[src/design/chunked_message_reassembly_tracker_macros.svh]
// Assertion macros for the chunked message reassembly tracker.
// Included by the top level; expects clk_i and rst_ni in scope.
`ifndef CHUNKED_MESSAGE_REASSEMBLY_TRACKER_MACROS_SVH
`define CHUNKED_MESSAGE_REASSEMBLY_TRACKER_MACROS_SVH
`ifndef SYNTHESIS
// same-cycle implication
`define CMRT_ASSERT_IMPL(label, ante, cons) \
  label: assert property (@(posedge clk_i) disable iff (!rst_ni) (ante) |-> (cons)) \
    else $error("cmrt assertion failed");
// next-cycle implication
`define CMRT_ASSERT_NEXT(label, ante, cons) \
  label: assert property (@(posedge clk_i) disable iff (!rst_ni) (ante) |=> (cons)) \
    else $error("cmrt assertion failed");
`else
`define CMRT_ASSERT_IMPL(label, ante, cons)
`define CMRT_ASSERT_NEXT(label, ante, cons)
`endif
`endif

[src/design/cmrt_pkg.sv]
// Shared types and constants for the chunked message reassembly tracker.
// No dependencies.
package cmrt_pkg;

  localparam int MAX_CHUNKS_DEF   = 64;
  localparam int COUNTER_BITS_DEF = 32;
  localparam int NUM_COUNTERS     = 7;

  localparam logic [31:0] GAP_RESET   = 32'd1000;
  localparam logic [7:0]  LEGACY_MARK = 8'h7B;

  // configuration register indexes
  localparam logic [7:0] REG_RESTART_GAP  = 8'd0;
  localparam logic [7:0] REG_HEADER_BYTES = 8'd1;

  // statistics counter slots
  localparam logic [2:0] CNT_MALFORMED  = 3'd0;
  localparam logic [2:0] CNT_LEGACY     = 3'd1;
  localparam logic [2:0] CNT_OLD        = 3'd2;
  localparam logic [2:0] CNT_RESTART    = 3'd3;
  localparam logic [2:0] CNT_MISMATCH   = 3'd4;
  localparam logic [2:0] CNT_INCOMPLETE = 3'd5;
  localparam logic [2:0] CNT_COMPLETE   = 3'd6;

  typedef enum logic [2:0] {
    ST_MALFORMED = 3'd0,
    ST_LEGACY    = 3'd1,
    ST_OLD       = 3'd2,
    ST_MISMATCH  = 3'd3,
    ST_STORED    = 3'd4,
    ST_COMPLETE  = 3'd5
  } status_e;

endpackage

[src/design/chunked_message_reassembly_tracker.sv]
// Top level of the chunked message reassembly tracker.
// Depends on cmrt_pkg and chunked_message_reassembly_tracker_macros.svh.
`include "chunked_message_reassembly_tracker_macros.svh"

// One parsed datagram header enters per request on the input channel and
// produces exactly one result request. Each header is classified as
// malformed, legacy text (first byte 0x7B), old (dropped), chunk count
// mismatch (tracker cleared), chunk stored or message complete. The tracker
// keeps the id of the message being assembled, the chunk count it declared,
// a bitmap of chunks already seen and their count; an id that falls more
// than restart_gap below the active id is a sender restart and opens a new
// message. Seven wrapping statistics counters are reported with every
// result, together with the held chunk count, as they stand after that
// header. Throughput is one header per clock while results are taken:
// a header is captured in an input register, classified and folded into
// the tracker state by a single pass of logic (one 32-bit subtract and
// compare for the restart check, one map bit lookup), and the result is
// held in an output register. A result the receiver has not taken holds
// the stage, and in_ready_o drops once the input register is also full.
// Configuration writes are always accepted (cfg_ready_o
// is tied high) and must only be issued while the block is idle; register
// 0 is restart_gap (reset 1000), register 1 is header_bytes (reset 0),
// other indexes are ignored. Payload bytes are not stored here.
module chunked_message_reassembly_tracker
  import cmrt_pkg::*;
#(
  parameter int MAX_CHUNKS   = MAX_CHUNKS_DEF,
  parameter int COUNTER_BITS = COUNTER_BITS_DEF
) (
  input  logic        clk_i,
  input  logic        rst_ni,

  input  logic        cfg_valid_i,
  output logic        cfg_ready_o,
  input  logic [7:0]  cfg_index_i,
  input  logic [31:0] cfg_data_i,

  input  logic        in_valid_i,
  output logic        in_ready_o,
  input  logic [15:0] datagram_bytes_i,
  input  logic [7:0]  first_byte_i,
  input  logic        header_ok_i,
  input  logic [31:0] message_id_i,
  input  logic [15:0] chunk_index_i,
  input  logic [15:0] chunk_count_i,
  input  logic [15:0] payload_bytes_i,

  output logic        out_valid_o,
  input  logic        out_ready_i,
  output logic [2:0]  status_o,
  output logic        restart_seen_o,
  output logic [6:0]  chunks_held_o,
  output logic [31:0] malformed_total_o,
  output logic [31:0] legacy_total_o,
  output logic [31:0] old_total_o,
  output logic [31:0] restart_total_o,
  output logic [31:0] mismatch_total_o,
  output logic [31:0] incomplete_total_o,
  output logic [31:0] complete_total_o
);

  // count width holds 0..MAX_CHUNKS, index width addresses the map
  localparam int CW   = $clog2(MAX_CHUNKS + 1);
  localparam int IDXW = (MAX_CHUNKS > 1) ? $clog2(MAX_CHUNKS) : 1;

  // ---------------------------------------------------------------------
  // Configuration registers
  // ---------------------------------------------------------------------
  logic [31:0] restart_gap_q;
  logic [7:0]  header_bytes_q;

  assign cfg_ready_o = 1'b1;

  always_ff @(posedge clk_i or negedge rst_ni) begin
    if (!rst_ni) begin
      restart_gap_q  <= GAP_RESET;
      header_bytes_q <= '0;
    end else if (cfg_valid_i && cfg_ready_o) begin
      case (cfg_index_i)
        REG_RESTART_GAP:  restart_gap_q  <= cfg_data_i;
        REG_HEADER_BYTES: header_bytes_q <= cfg_data_i[7:0];
        default: ;
      endcase
    end
  end

  // ---------------------------------------------------------------------
  // Handshake: input register -> classify/update -> result register
  // ---------------------------------------------------------------------
  logic in_vld_q;
  logic out_vld_q;
  logic advance;

  // the stage moves when its result slot is free or being drained
  assign advance    = in_vld_q && (!out_vld_q || out_ready_i);
  assign in_ready_o = !in_vld_q || advance;

  logic [15:0] size_q;
  logic [7:0]  first_q;
  logic        hdr_ok_q;
  logic [31:0] id_q;
  logic [15:0] idx_q;
  logic [15:0] cnt_q;
  logic [15:0] pay_q;

  always_ff @(posedge clk_i or negedge rst_ni) begin
    if (!rst_ni) begin
      in_vld_q <= 1'b0;
    end else if (in_ready_o) begin
      in_vld_q <= in_valid_i;
    end
  end

  // payload capture, no reset needed
  always_ff @(posedge clk_i) begin
    if (in_valid_i && in_ready_o) begin
      size_q   <= datagram_bytes_i;
      first_q  <= first_byte_i;
      hdr_ok_q <= header_ok_i;
      id_q     <= message_id_i;
      idx_q    <= chunk_index_i;
      cnt_q    <= chunk_count_i;
      pay_q    <= payload_bytes_i;
    end
  end

  // ---------------------------------------------------------------------
  // Tracker state
  // ---------------------------------------------------------------------
  logic [31:0]         active_id_q,      active_id_d;
  logic [CW-1:0]       expected_total_q, expected_total_d;
  logic [CW-1:0]       held_count_q,     held_count_d;
  logic [MAX_CHUNKS-1:0] held_map_q,     held_map_d;
  logic [COUNTER_BITS-1:0] stat_q [NUM_COUNTERS];
  logic [COUNTER_BITS-1:0] stat_d [NUM_COUNTERS];

  status_e status_q, status_d;
  logic    restart_q;

  // ---------------------------------------------------------------------
  // Classification
  // ---------------------------------------------------------------------
  logic is_empty, is_legacy, is_bad, hdr_good;
  logic restart, start_new, is_old, mismatch, stored, complete;
  logic abandon;
  logic [CW-1:0]         eff_exp, eff_held, held_after;
  logic [MAX_CHUNKS-1:0] eff_map, bit_mask;
  logic                  new_bit;
  logic [NUM_COUNTERS-1:0] inc;

  always_comb begin
    is_empty  = (size_q == '0);
    is_legacy = !is_empty && (first_q == LEGACY_MARK);
    // size must cover the header and payload must fill the rest exactly
    is_bad    = !hdr_ok_q
             || (cnt_q == '0)
             || ({1'b0, cnt_q} > 17'(MAX_CHUNKS))
             || (idx_q >= cnt_q)
             || (pay_q == '0)
             || (size_q < 16'(header_bytes_q))
             || (pay_q != (size_q - 16'(header_bytes_q)));
    hdr_good  = !is_empty && !is_legacy && !is_bad;

    // large backward jump in id means the sender restarted
    restart   = hdr_good && (active_id_q != '0) && (id_q < active_id_q)
             && ((active_id_q - id_q) > restart_gap_q);
    start_new = hdr_good && ((active_id_q == '0) || (id_q > active_id_q) || restart);
    is_old    = hdr_good && !start_new && (id_q < active_id_q);
    mismatch  = hdr_good && !start_new && !is_old && (cnt_q != 16'(expected_total_q));
    stored    = hdr_good && !is_old && !mismatch;

    // partly filled message being dropped
    abandon   = (active_id_q != '0) && (held_count_q != '0)
             && (held_count_q < expected_total_q);

    eff_exp    = start_new ? CW'(cnt_q) : expected_total_q;
    eff_held   = start_new ? '0 : held_count_q;
    eff_map    = start_new ? '0 : held_map_q;
    bit_mask   = MAX_CHUNKS'(1) << idx_q[IDXW-1:0];
    new_bit    = ~|(eff_map & bit_mask);
    held_after = eff_held + CW'(new_bit);
    complete   = stored && (held_after == eff_exp);

    inc                 = '0;
    inc[CNT_MALFORMED]  = is_empty || (!is_legacy && is_bad);
    inc[CNT_LEGACY]     = is_legacy;
    inc[CNT_OLD]        = is_old;
    inc[CNT_RESTART]    = restart;
    inc[CNT_MISMATCH]   = mismatch;
    inc[CNT_INCOMPLETE] = (start_new || mismatch) && abandon;
    inc[CNT_COMPLETE]   = complete;
  end

  // next tracker state
  always_comb begin
    active_id_d      = active_id_q;
    expected_total_d = expected_total_q;
    held_count_d     = held_count_q;
    held_map_d       = held_map_q;
    if (mismatch || complete) begin
      active_id_d      = '0;
      expected_total_d = '0;
      held_count_d     = '0;
      held_map_d       = '0;
    end else if (stored) begin
      active_id_d      = id_q;
      expected_total_d = eff_exp;
      held_count_d     = held_after;
      held_map_d       = eff_map | bit_mask;
    end
    for (int k = 0; k < NUM_COUNTERS; k++) begin
      stat_d[k] = stat_q[k] + COUNTER_BITS'(inc[k]);
    end
  end

  // result code
  always_comb begin
    if (is_empty) begin
      status_d = ST_MALFORMED;
    end else if (is_legacy) begin
      status_d = ST_LEGACY;
    end else if (is_bad) begin
      status_d = ST_MALFORMED;
    end else if (is_old) begin
      status_d = ST_OLD;
    end else if (mismatch) begin
      status_d = ST_MISMATCH;
    end else if (complete) begin
      status_d = ST_COMPLETE;
    end else begin
      status_d = ST_STORED;
    end
  end

  always_ff @(posedge clk_i or negedge rst_ni) begin
    if (!rst_ni) begin
      active_id_q      <= '0;
      expected_total_q <= '0;
      held_count_q     <= '0;
      held_map_q       <= '0;
      for (int k = 0; k < NUM_COUNTERS; k++) begin
        stat_q[k] <= '0;
      end
    end else if (advance) begin
      active_id_q      <= active_id_d;
      expected_total_q <= expected_total_d;
      held_count_q     <= held_count_d;
      held_map_q       <= held_map_d;
      for (int k = 0; k < NUM_COUNTERS; k++) begin
        stat_q[k] <= stat_d[k];
      end
    end
  end

  always_ff @(posedge clk_i or negedge rst_ni) begin
    if (!rst_ni) begin
      out_vld_q <= 1'b0;
    end else if (advance) begin
      out_vld_q <= 1'b1;
    end else if (out_ready_i) begin
      out_vld_q <= 1'b0;
    end
  end

  always_ff @(posedge clk_i) begin
    if (advance) begin
      status_q  <= status_d;
      restart_q <= restart;
    end
  end

  // ---------------------------------------------------------------------
  // Outputs: counters and held count only change with a new result, so
  // they are read straight from the state registers.
  // ---------------------------------------------------------------------
  assign out_valid_o        = out_vld_q;
  assign status_o           = status_q;
  assign restart_seen_o     = restart_q;
  assign chunks_held_o      = 7'(held_count_q);
  assign malformed_total_o  = 32'(stat_q[CNT_MALFORMED]);
  assign legacy_total_o     = 32'(stat_q[CNT_LEGACY]);
  assign old_total_o        = 32'(stat_q[CNT_OLD]);
  assign restart_total_o    = 32'(stat_q[CNT_RESTART]);
  assign mismatch_total_o   = 32'(stat_q[CNT_MISMATCH]);
  assign incomplete_total_o = 32'(stat_q[CNT_INCOMPLETE]);
  assign complete_total_o   = 32'(stat_q[CNT_COMPLETE]);

  // ---------------------------------------------------------------------
  // Assertions
  // ---------------------------------------------------------------------
  // a full message is retired at once, so the count never reaches the total
  `CMRT_ASSERT_IMPL(a_held_below_total, 1'b1,
                    (held_count_q == '0) || (held_count_q < expected_total_q))
  // map population and held count track each other
  `CMRT_ASSERT_IMPL(a_map_matches_count, 1'b1,
                    $countones(held_map_q) == int'(held_count_q))
  // a restart always opens a new message, never an old drop or mismatch
  `CMRT_ASSERT_IMPL(a_restart_opens_msg, out_vld_q && restart_q,
                    (status_q == ST_STORED) || (status_q == ST_COMPLETE))
  // tracker state only moves together with a new result
  `CMRT_ASSERT_NEXT(a_state_holds_on_stall, !advance,
                    $stable(held_map_q) && $stable(active_id_q))

endmodule

[config.mk]
export PLATFORM = sky130hd
export DESIGN_NAME = chunked_message_reassembly_tracker
export DESIGN_NICKNAME = d
export VERILOG_FILES = /design/src/design/cmrt_pkg.sv /design/src/design/chunked_message_reassembly_tracker.sv
export VERILOG_INCLUDE_DIRS = /design/src /design/src/design
export SDC_FILE = /design/constraint.sdc
export NUM_CORES = 1
export LEC_CHECK = 0
export BUFFER_PORTS_ARGS = -buffer_cell sky130_fd_sc_hd__clkbuf_2
export CORE_ASPECT_RATIO = 1.25
export CORE_MARGIN = 3
export CORE_UTILIZATION = 55
export CTS_CLUSTER_SIZE = 12
export DETAILED_ROUTE_END_ITERATION = 12
export GPL_TIMING_DRIVEN = 1
export HOLD_SLACK_MARGIN = 0.12
export PLACE_DENSITY = 0.78
export SETUP_SLACK_MARGIN = 0.4
export SYNTH_ARGS = -nofsm -noshare
export SYNTH_HDL_FRONTEND = slang
export SYNTH_SLANG_ARGS = --single-unit
[constraint.sdc]
create_clock -name clk_i -period 14.3 [get_ports clk_i]
set_clock_uncertainty 0.05 [all_clocks]
set_input_delay 2.86 -clock clk_i [delete_from_list [all_inputs] [get_ports clk_i]]
set_output_delay 2.86 -clock clk_i [all_outputs]
set_load 0.01 [all_outputs]
* Yosys cells after proc, flatten, opt, wreduce, memory -nomap -nowiden *
Cells that the tools add are included.
Widths: inputs -> output; s select.

storage, ports and cells
  flip-flop bits (word level) = 485
  input bits = 150
  output and inout bits = 238
  word-level logic and storage cells = 127

operators by class
  add/subtract/negate cells = 10
  magnitude comparators = 7
  eq/ne operators = 5
  shifts and indexed selects = 1
  muxes and demuxes = 18
  bitwise gates (word level) = 2
  reduce and logical (&&, ||, !) cells = 58

operators with widths
  kind                  number
  $add 32x1->32         7
  $mux 64               3
  $and 64x64->64        1
  $gt 32x32->1          2
  $mux 32               2
  $or 64x64->64         1
  $reduce_or 64->1      1
  $shl 1x6->64 const A  1
  $logic_not 16->1      3
  $mux 7                6
  $logic_not 32->1      1
  $lt 32x32->1          1
  $reduce_bool 32->1    1
  $sub 32x32->32        1
  $logic_and 1x1->1     20
  $ge 16x16->1          1
  $gt 16x7->1 const B   1
  $lt 16x8->1           1
  $ne 16x16->1          1
  $ne 16x7->1           1
  $sub 16x8->16         1
  $logic_or 1x1->1      13
  $logic_not 1->1       10
  $eq 8x1->1 const B    1
  12 further kinds      20

* Longest topological paths before layout *
Gate-level depths: netlist of the first run.

  depth in word-level cells = 28
  depth in mapped cells = 42
  gate-level depth less buffers = 39

* Worst setup path before layout of the first run *
OpenSTA, ideal clock, no wires.

  kind = register to register
  start point = reg active_id_q[2]
  end point = reg stat_q, in the netlist complete_total_o[31]
  setup time = 0.079 ns
  data arrival time = 8.250 ns
  data required time = 14.171 ns
  slack = 5.920 ns
  cell stages (with the launch flop) = 41
  path buffers = 3
  clock period less this slack = 8.380 ns
  cells stage by stage = dfrtp_1 ha_1 nor2b_1 o31a_1 o311ai_0 a21oi_1 o31a_1 o21a_1 o21a_1 or4b_2 o311ai_0 ha_1 nand4_1 a21oi_1 o21bai_1 a31oi_1 a211oi_1 o311a_1 [... 5 more ...] clkbuf_1 and3b_1 nor3_1 o32a_1 nor4_1 mux2i_1 nor2b_1 ha_1 and3_1 nand4_1 or2_2 nor2_1 and4_1 clkbuf_1 nand2_1 or2_2 nor2_1 xor2_1

between the ends
  longest elaborated chain between the ends = 16
  elaborated cells on any way between the ends = 31
  classes of those cells = add/sub (3); order compare (3); eq/ne (1); mux (3); bitwise (1); reduce/logical (20)

ends and longest elaborated chain
  what                                                     line                                       RTL
  start: declaration                                       chunked_message_reassembly_tracker.sv:130  logic [31:0] active_id_q, active_id_d;
  start signal: assignment                                 chunked_message_reassembly_tracker.sv:245  active_id_q <= active_id_d;
  branches (longest 14 deep; another with $sub 32x32->32)  n/a
  $logic_and 1x1->1 *                                      chunked_message_reassembly_tracker.sv:182  complete = stored && (held_after == eff_exp);
  $add 32x1->32 *                                          chunked_message_reassembly_tracker.sv:212  stat_d[k] = stat_q[k] + COUNTER_BITS'(inc[k]);
  end signal: indexed assignment                           chunked_message_reassembly_tracker.sv:250  stat_q[k] <= stat_d[k];
  end: declaration                                         chunked_message_reassembly_tracker.sv:134  logic [COUNTER_BITS-1:0] stat_q [NUM_COUNTERS];

Mark *: on every way between the ends.
A chain may end at the register's enable or synchronous reset.

* Worst setup path after layout of the first run *
  start point = reg active_id_q[0]
  end point = reg stat_q, in the netlist complete_total_o[29]

The elaborated chain is that of the path after synthesis.

==> run_results.csv, run 1 <==
group,metric,value,unit
sta,grt_setup_unrepaired,"no",
sta,setup_viol,0,
logic_synthesis,mean_cell_area_of_the_mapped_netlist,10.43,um2
logic_synthesis,synth_cell_types,81,
power_and_ir_drop,cellLeakagePower,13.45,nW
clock_tree,cts_post_setup_buffers_inserted,0,
clock_tree,tritoncts_clock_tree,"yes",
min_path,hp-class,"reg2reg",
cells_and_area,final_layout_size_suffix_gt1_share,18.57,%
critical_path,ff2ff_path_depth,37,
routing,wl_met1,25790,um
status,outcome,"completed",
sta,timing_hold_violations_final,0,
logic_synthesis,async_flop_share,77.53,%
die,boundaryPins,388,
grt,number_of_global_route_vias_before_repair,18996,
placed_design,dp.final_hpwl,49030,um
logic_synthesis,seq_area_frac_synth,52.56,%
routing,viasPerCell,5.830,
logic_synthesis,largest_family_of_logic_cells_by_synthesized_area,"simple AND/OR/NAND/NOR gates",
logic_synthesis,synth_xor_area_share,9.795,%
critical_path,register_to_register_path_setup_slack,3.87,ns
sta,slew_at_the_pin_closest_to_its_max_slew_limit,1.159,ns
min_path,min_delay_path_depth,1,
die,die_h,240.2,um
critical_path,end_kind,"flip-flop",
die,total_die_area,46460,um2
routing,met2WireLength,31880,um
sta,fmax,0.09590,GHz
critical_path,rr_endpoint,"complete_total_o[29]",
critical_path,worstSetupStartpointType,"flip-flop",
critical_path,worstPathArrival,10.88,ns
grt,initial_antenna_violation_count,2,
routing,remaining_drc_errors,0,
placed_design,globalplace.congestion,0.9342,
routing,routed-via-count,19257,
clock_tree,root_buffer,"clkbuf_16",
cells_and_area,multi_input_comb_area,10720,um2
routing,top_layer_used,"met4",
min_path,whs_endpoint,"legacy_total_o[31]",
critical_path,critical_path.max_stage_delay,0.60,ns
placed_design,portBuffers,386,
logic_synthesis,synth.yosys.warnings,0,
grt,global_route.overflow_total,0,
logic_synthesis,synth.net_count,2577,
die,row_count,85,
grt,grt_start_max_net_pins,114,
logic_synthesis,dominantRegCellSynth,"dfrtp_1",
flow_run,maxCapViolations,0,
power_and_ir_drop,max-vdd-ir-drop,0.09054,mV
clock_tree,clkTransAtPathRegs,0.06,ns
logic_synthesis,area_of_the_mapped_netlist,24140,um2
clock_tree,clkLatencyLatePin,0.60,ns
clock_tree,cts.hold.buffers_added,0,
clock_tree,cts.htree.levels,2,
clock_tree,cts.path.max_buffers,3,
sta,totalNegativeSetupSlack,0,ns
sta,max_slew_violation_count,0,
sta,fin_crit,10.43,ns
routing,wl_per_cell,19.75,um
logic_synthesis,synth_adder_area_share,5.867,%
critical_path,reg2reg_from,"active_id_q[0]",
clock_tree,cts_buf_count,50,
critical_path,worst_path_max_delay_cell,"nor4_1",
routing,wl,65230,um
die,die-width,193.4,um
critical_path,worst_ep_required_time,14.75,ns
cells_and_area,filler_instances,3399,
logic_synthesis,number_of_enable_type_register_cells_in_the_synthesized_netlist,109,
critical_path,worstPathMaxFanout,8,
cells_and_area,sequential_cell_area,12690,um2
power_and_ir_drop,cellPowerDensity,105.0,nW/um2
sta,holdWs,0.4163,ns
logic_synthesis,postSynthRegisterBits,485,
clock_tree,cts_repair_resize_count,0,
min_path,hold_crit_start,"legacy_total_o[31]",
cells_and_area,nets,2965,
cells_and_area,flow.area_growth_from_synthesis,16.77,%
routing,detail_route.iter0.violations,1555,
grt,grt_util_all_layers,27.66,%
logic_synthesis,synth_compound_area_share,10.57,%
sta,fin_crit_sh,72.92,%
logic_synthesis,synthSimpleGateAreaFrac,17.25,%
die,initial_core_util,55.91,%
die,placeableCoreArea,43180,um2
routing,routed-wl-met3,4738,um
sta,timing.max_slew.rel_slack,21.50,%
clock_tree,clock-sinks,485,
logic_synthesis,synth.mux.area_fraction,0.8396,%
grt,first_pass_grt_wire_length,103700,um
logic_synthesis,netlist_instances,2315,
routing,dr.pass1.iters,6,
routing,postRouteAntennaNets,0,
critical_path,timing.critical_path.mode_cell,"ha_1",
critical_path,critical_path_start_end_classification,"reg2reg",
## worst max path at each step
stage | slack (ns) | end | depth (start not counted) | from
after floorplan | 5.92 | complete_total_o[31] | 40 | active_id_q[2]
after global placement | 4.49 | complete_total_o[31] | 36 | active_id_q[0]
after detailed placement | 4.05 | complete_total_o[29] | 37 | active_id_q[0]
after CTS | 4.03 | complete_total_o[29] | 37 | active_id_q[0]
after global routing | 3.29 | complete_total_o[29] | 37 | active_id_q[0]
final | 3.87 | complete_total_o[29] | 37 | active_id_q[0]
## metrics by stage
stage	utilization [%]	worst slack [ns]	cell area (um2)	std cells	power, W
CTS	65.28	4.034	28190	3301	0.002984
detailed placement	61.69	4.054	26640	3216	0.001743
global placement	61.69	4.487	26640	3216	0.001735
global route	65.29	3.287	28190	3303	0.003076
finish	65.29	3.872	28190	3303	0.002959
floorplan	-	5.920	24140	2315	0.001636
## Yosys cell counts, types with 58 or more instances
library cell / n / area [um2]
a21oi_1: 58 / 290.3
dfrtp_1: 370 / 9259
edfxtp_1: 109 / 3273
ha_1: 110 / 1376
inv_1: 129 / 484.2
nand2_1: 299 / 1122
nand3_1: 91 / 455.4
nand4_1: 72 / 450.4
nor2_1: 146 / 548.0
o21ai_0: 139 / 695.7
xnor2_1: 193 / 1690
xor2_1: 77 / 674.4
## cells in the final DEF (no fill, tap or decap), types with 51 or more instances in the layout
master	Yosys	final
clkbuf_16	0	51
nand3_1	91	91
dfrtp_1	370	370
nand2_1	299	299
ha_1	110	110
nor2_1	146	145
clkbuf_2	0	385
xor2_1	77	77
inv_1	129	129
o21ai_0	139	139
nand4_1	72	72
edfxtp_1	109	109
a21oi_1	58	58
xnor2_1	193	193
## worst max-delay path, delay by kind of cell (launching register included)
kind                       cells  cell delay (ns)
adders and majority gates      6             1.55
buffers and inverters          1             0.06
and+or+nand+nor               17             4.39
DFF                            1             0.39
AOI/OAI and AO/OA             11             3.57
xor gates and xnor gates       1             0.18
muxes                          1             0.14
## flip-flops by register name (all words and copies together), names as in the netlist, 32 cells and up
signal	count
held_map_q	64
active_id_q	32
complete_total_o	32
id_q	32
incomplete_total_o	32
legacy_total_o	32
malformed_total_o	32
mismatch_total_o	32
old_total_o	32
restart_gap_q	32
restart_total_o	32
## report_power, final
part	internal, W	total, W	switching, W	leakage (nW)
clock network	0.000710	0.00124	0.000530	0.764
registers	0.00146	0.00149	0.0000294	6.11
logic	0.0000825	0.000230	0.000147	6.57
total	0.00225	0.00296	0.000707	13.5
## cell families (layout without fill, tap and decap cells)
| family | after synthesis | count (layout) |
|---|---|---|
| compound gates | 391 | 391 |
| xor+xnor | 270 | 270 |
| buf+inv | 192 | 613 |
| other cells | 1 | 3 |
| simple gates | 845 | 845 |
| flops | 485 | 485 |
| fa+ha+maj | 112 | 112 |
| mux | 19 | 19 |
## cell type report
cell class,count,share of cell area (%)
inverters,129,1.718
flip-flops and latches,485,45.01
clock buffers,76,5.250
repair buffers,399,7.234
multi-input cells,1638,38.01
clock inverters,9,0.2530
well taps,565,2.508
diodes,2,0.01775
## layer usage
| metal | up-vias | track usage (%) |
|---|---|---|
| met1 | 9327 | 35.02 |
| met3 | 161 | 4.583 |
| met5 | - | 0 |
| met4 | 0 | 12.45 |
| li1 | 8994 | - |
| met2 | 775 | 47.19 |
Power figures use the tool's default switching activity.
==> inputs of run 2 (changes only) <==
--- a/config.mk
+++ b/config.mk
@@ -6,10 +6,11 @@
 export SDC_FILE = /design/constraint.sdc
 export NUM_CORES = 1
 export LEC_CHECK = 0
+export ABC_AREA = 1
 export BUFFER_PORTS_ARGS = -buffer_cell sky130_fd_sc_hd__clkbuf_2
 export CORE_ASPECT_RATIO = 1.25
 export CORE_MARGIN = 3
-export CORE_UTILIZATION = 55
+export CORE_UTILIZATION = 53
 export CTS_CLUSTER_SIZE = 12
 export DETAILED_ROUTE_END_ITERATION = 12
 export GPL_TIMING_DRIVEN = 1
==> constraint.sdc (replaced) <==
create_clock -name clk_i -period 8.4 [get_ports clk_i]
set_clock_uncertainty 0.05 [all_clocks]
set_input_delay 1.68 -clock clk_i [delete_from_list [all_inputs] [get_ports clk_i]]
set_output_delay 1.68 -clock clk_i [all_outputs]
set_load 0.01 [all_outputs]
==> run 2 against run 1 <==
Effect of this change:
- the flow now finishes with violations (setup timing)
- fmax grew 16%
- first-iteration DRC count grew 32%
- sequential power grew 71%
- utilization grew 0.61 points
- setup slack lost 4.4 ns
- combinational power grew 100%
- routed wire length grew 18%
- synthesized cell count grew 37%
- largest power group unchanged
- critical path type unchanged
- global-route usage is essentially flat
- register-to-register slack lost 4.4 ns
- clock-buffer cell count shrank 1
- sequential share of layout area shrank 6.2 points
==> run_results.csv, run 2 <==
group,metric,value,unit
routing,wl_per_cell,17.53,um
routing,wl,76740,um
status,outcome,"finished with violations",
critical_path,worst_ep_required_time,8.84,ns
clock_tree,cts.path.max_buffers,3,
grt,global_route.overflow_total,0,
cells_and_area,layoutNonFillerInstCount,4377,
routing,postRouteAntennaNets,0,
cells_and_area,flow.area_growth_from_synthesis,22.02,%
clock_tree,cts_buf_count,51,
critical_path,critical_path_start_end_classification,"reg2reg",
sta,max_slew_violation_count,0,
clock_tree,clkLatencyLatePin,0.62,ns
min_path,hp-class,"reg2reg",
power_and_ir_drop,cellLeakagePower,17.06,nW
logic_synthesis,seq_area_frac_synth,47.33,%
die,total_die_area,53340,um2
routing,dr.pass1.iters,5,
grt,first_pass_grt_wire_length,120800,um
logic_synthesis,yosys.area.top_type,"dfrtp_1",
routing,detail_route.iter0.violations,2048,
logic_synthesis,synth.net_count,3445,
routing,routed-via-count,24053,
logic_synthesis,yosys-top-cells-area,"dfrtp_1 (35%), edfxtp_1 (12%), nand2_1 (10%)",
critical_path,worstPathArrival,9.39,ns
sta,slew_at_the_pin_closest_to_its_max_slew_limit,1.094,ns
cells_and_area,filler_instances,3989,
sta,timing_hold_violations_final,0,
sta,fmax,0.1117,GHz
grt,initial_antenna_violation_count,3,
cells_and_area,nets,3952,
logic_synthesis,synth_cell_types,66,
cells_and_area,layout.cells.most_common_list,"nand2_1 (705), inv_1 (413), clkbuf_2 (386), dfrtp_1 (370), nor2_1 (271)",
status,failed_checks,"setup timing",
cells_and_area,commonest_non_fill_non_tap_cell_in_the_layout,"nand2_1",
placed_design,portBuffers,386,
sta,timing.final.ws_setup,-0.5538,ns
grt,number_of_global_route_vias_before_repair,23397,
power_and_ir_drop,max-vdd-ir-drop,0.2049,mV
clock_tree,tritoncts_clock_tree,"yes",
logic_synthesis,synthTopCellsByCount,"nand2_1 (731), inv_1 (425), dfrtp_1 (370), nor2_1 (287), nand3_1 (171)",
sta,fin_crit_sh,106.6,%
clock_tree,cts.htree.levels,2,
critical_path,worstPathMaxFanout,6,
sta,totalNegativeSetupSlack,-5.195,ns
logic_synthesis,dominantRegCellSynth,"dfrtp_1",
critical_path,timing.critical_path.mode_cell,"nand2_2",
die,placeableCoreArea,49640,um2
critical_path,worstSetupStartpointType,"flip-flop",
critical_path,worst_path_max_delay_cell,"edfxtp_1",
sta,grt_setup_unrepaired,"yes",
cells_and_area,registers.top_by_ff_count,"held_map_q",
sta,timing.max_slew.rel_slack,25.21,%
critical_path,critical_path.max_stage_delay,0.39,ns
placed_design,globalplace.congestion,0.9481,
die,initial_core_util,54.01,%
logic_synthesis,number_of_enable_type_register_cells_in_the_synthesized_netlist,109,
cells_and_area,final_layout_size_suffix_gt1_share,21.05,%
routing,remaining_drc_errors,0,
grt,grt_util_all_layers,27.62,%
placed_design,placed_cell_count,4205,
clock_tree,root_buffer,"clkbuf_16",
logic_synthesis,netlist_instances,3183,
critical_path,end_kind,"flip-flop",
clock_tree,clkTransAtPathRegs,0.06,ns
logic_synthesis,synth.yosys.warnings,0,
logic_synthesis,post-synth-top-area-fraction,34.53,%
clock_tree,clock-sinks,485,
grt,grt_start_max_net_pins,178,
die,die-width,207.2,um
logic_synthesis,postSynthRegisterBits,485,
cells_and_area,largest_register_ffs,64,
die,row_count,91,
flow_run,maxCapViolations,0,
logic_synthesis,leading_cell_type_by_number_of_instances_after_synthesis,"nand2_1",
logic_synthesis,mean_cell_area_of_the_mapped_netlist,8.423,um2
sta,setup_viol,15,
sta,fin_crit,8.954,ns
die,boundaryPins,388,
power_and_ir_drop,total_power,0.005216,W
power_and_ir_drop,cellPowerDensity,159.5,nW/um2
logic_synthesis,area_of_the_mapped_netlist,26810,um2
die,die_h,257.5,um
placed_design,dp.final_hpwl,53710,um
logic_synthesis,async_flop_share,77.53,%
routing,viasPerCell,5.495,
==> run 2: cell types whose count changed after synthesis, moves of 72 or more <==
| cell | change |
|---|---|
| nor3_1 | +72 |
| inv_1 | +296 |
| nand4_1 | +87 |
| xnor2_1 | -121 |
| nand3_1 | +80 |
| xor2_1 | +87 |
| nor2_1 | +141 |
| nand2_1 | +432 |
==> run 2: final cells by class <==
cell class / count / area (um2) / area share (%)
timing repair buffer: 547 / 3406 / 10.41
antenna: 1 / 2.502 / 0.007649
multi-input combinational: 2176 / 12580 / 38.47
clock buffer: 75 / 1468 / 4.486
inverter: 429 / 1622 / 4.957
clock inverter: 13 / 128.9 / 0.3939
tap: 651 / 814.5 / 2.490
sequential: 485 / 12690 / 38.79
==> run 2: through the flow <==
step                      utilization (%)  instance area, um2  worst slack [ns]  hold WS (ns)
after floorplan                         -               26880            0.3290        0.3994
after global placement              59.97               29770          -0.05306        0.4072
after detailed placement            59.97               29770           -0.3616        0.4134
after CTS                           64.77               32150           -0.1133        0.4249
after global routing                65.90               32720            -1.118        0.4463
final                               65.90               32720           -0.5538        0.4272
==> run 2: routing by layer <==
metal / track usage (%) / wire, um
met1: 33.23 / 29530
met2: 46.87 / 37090
met3: 6.011 / 5665
met4: 14.02 / 4411
met5: 0 / 32
==> run 2: what timing repair did <==
action                                  CTS  global route
pin swaps                                31            58
gates cloned                              3             1
endpoints found under the setup margin   20           116
hold buffers                              0             0
resized for setup                        72            92
setup buffers                            58            21
==> run 2: where the power goes <==
part	switching (W)	leakage (nW)	internal (W)
Combinational	0.000307	10.3	0.000152
Clock	0.000962	0.791	0.00124
Sequential	0.0000600	5.92	0.00249
==> run 2: worst paths after layout <==
path | depth (start not counted) | end | slack, ns | from
max | 65 | complete_total_o[26] | -0.55 | id_q[0]
min | 1 | restart_total_o[31] | 0.43 | restart_total_o[31]
max reg2reg | 65 | complete_total_o[26] | -0.55 | id_q[0]
min reg2reg | 1 | restart_total_o[31] | 0.43 | restart_total_o[31]
max in group asynchronous | 2 | held_map_q[21] | 5.84 | rst_ni
min in group asynchronous | 1 | restart_total_o[29] | 0.97 | rst_ni
==> run 2: kinds of logic after synthesis <==
kind of cell               synth area share [%]
other                                   0.01399
DFF                                       47.33
xor gates and xnor gates                  7.710
buffers and inverters                     8.046
AOI/OAI and AO/OA                         6.146
adders and majority gates                 5.283
and+or+nand+nor                           25.47
==> run 2: worst max-delay path: cells and delay by family (launching register included) <==
family | cells | cell delay, ns
xor gates and xnor gates | 2 | 0.29
buffers and inverters | 11 | 1.14
adders and majority gates | 6 | 1.36
AOI/OAI and AO/OA | 10 | 1.48
DFF | 1 | 0.39
and+or+nand+nor | 36 | 4.10
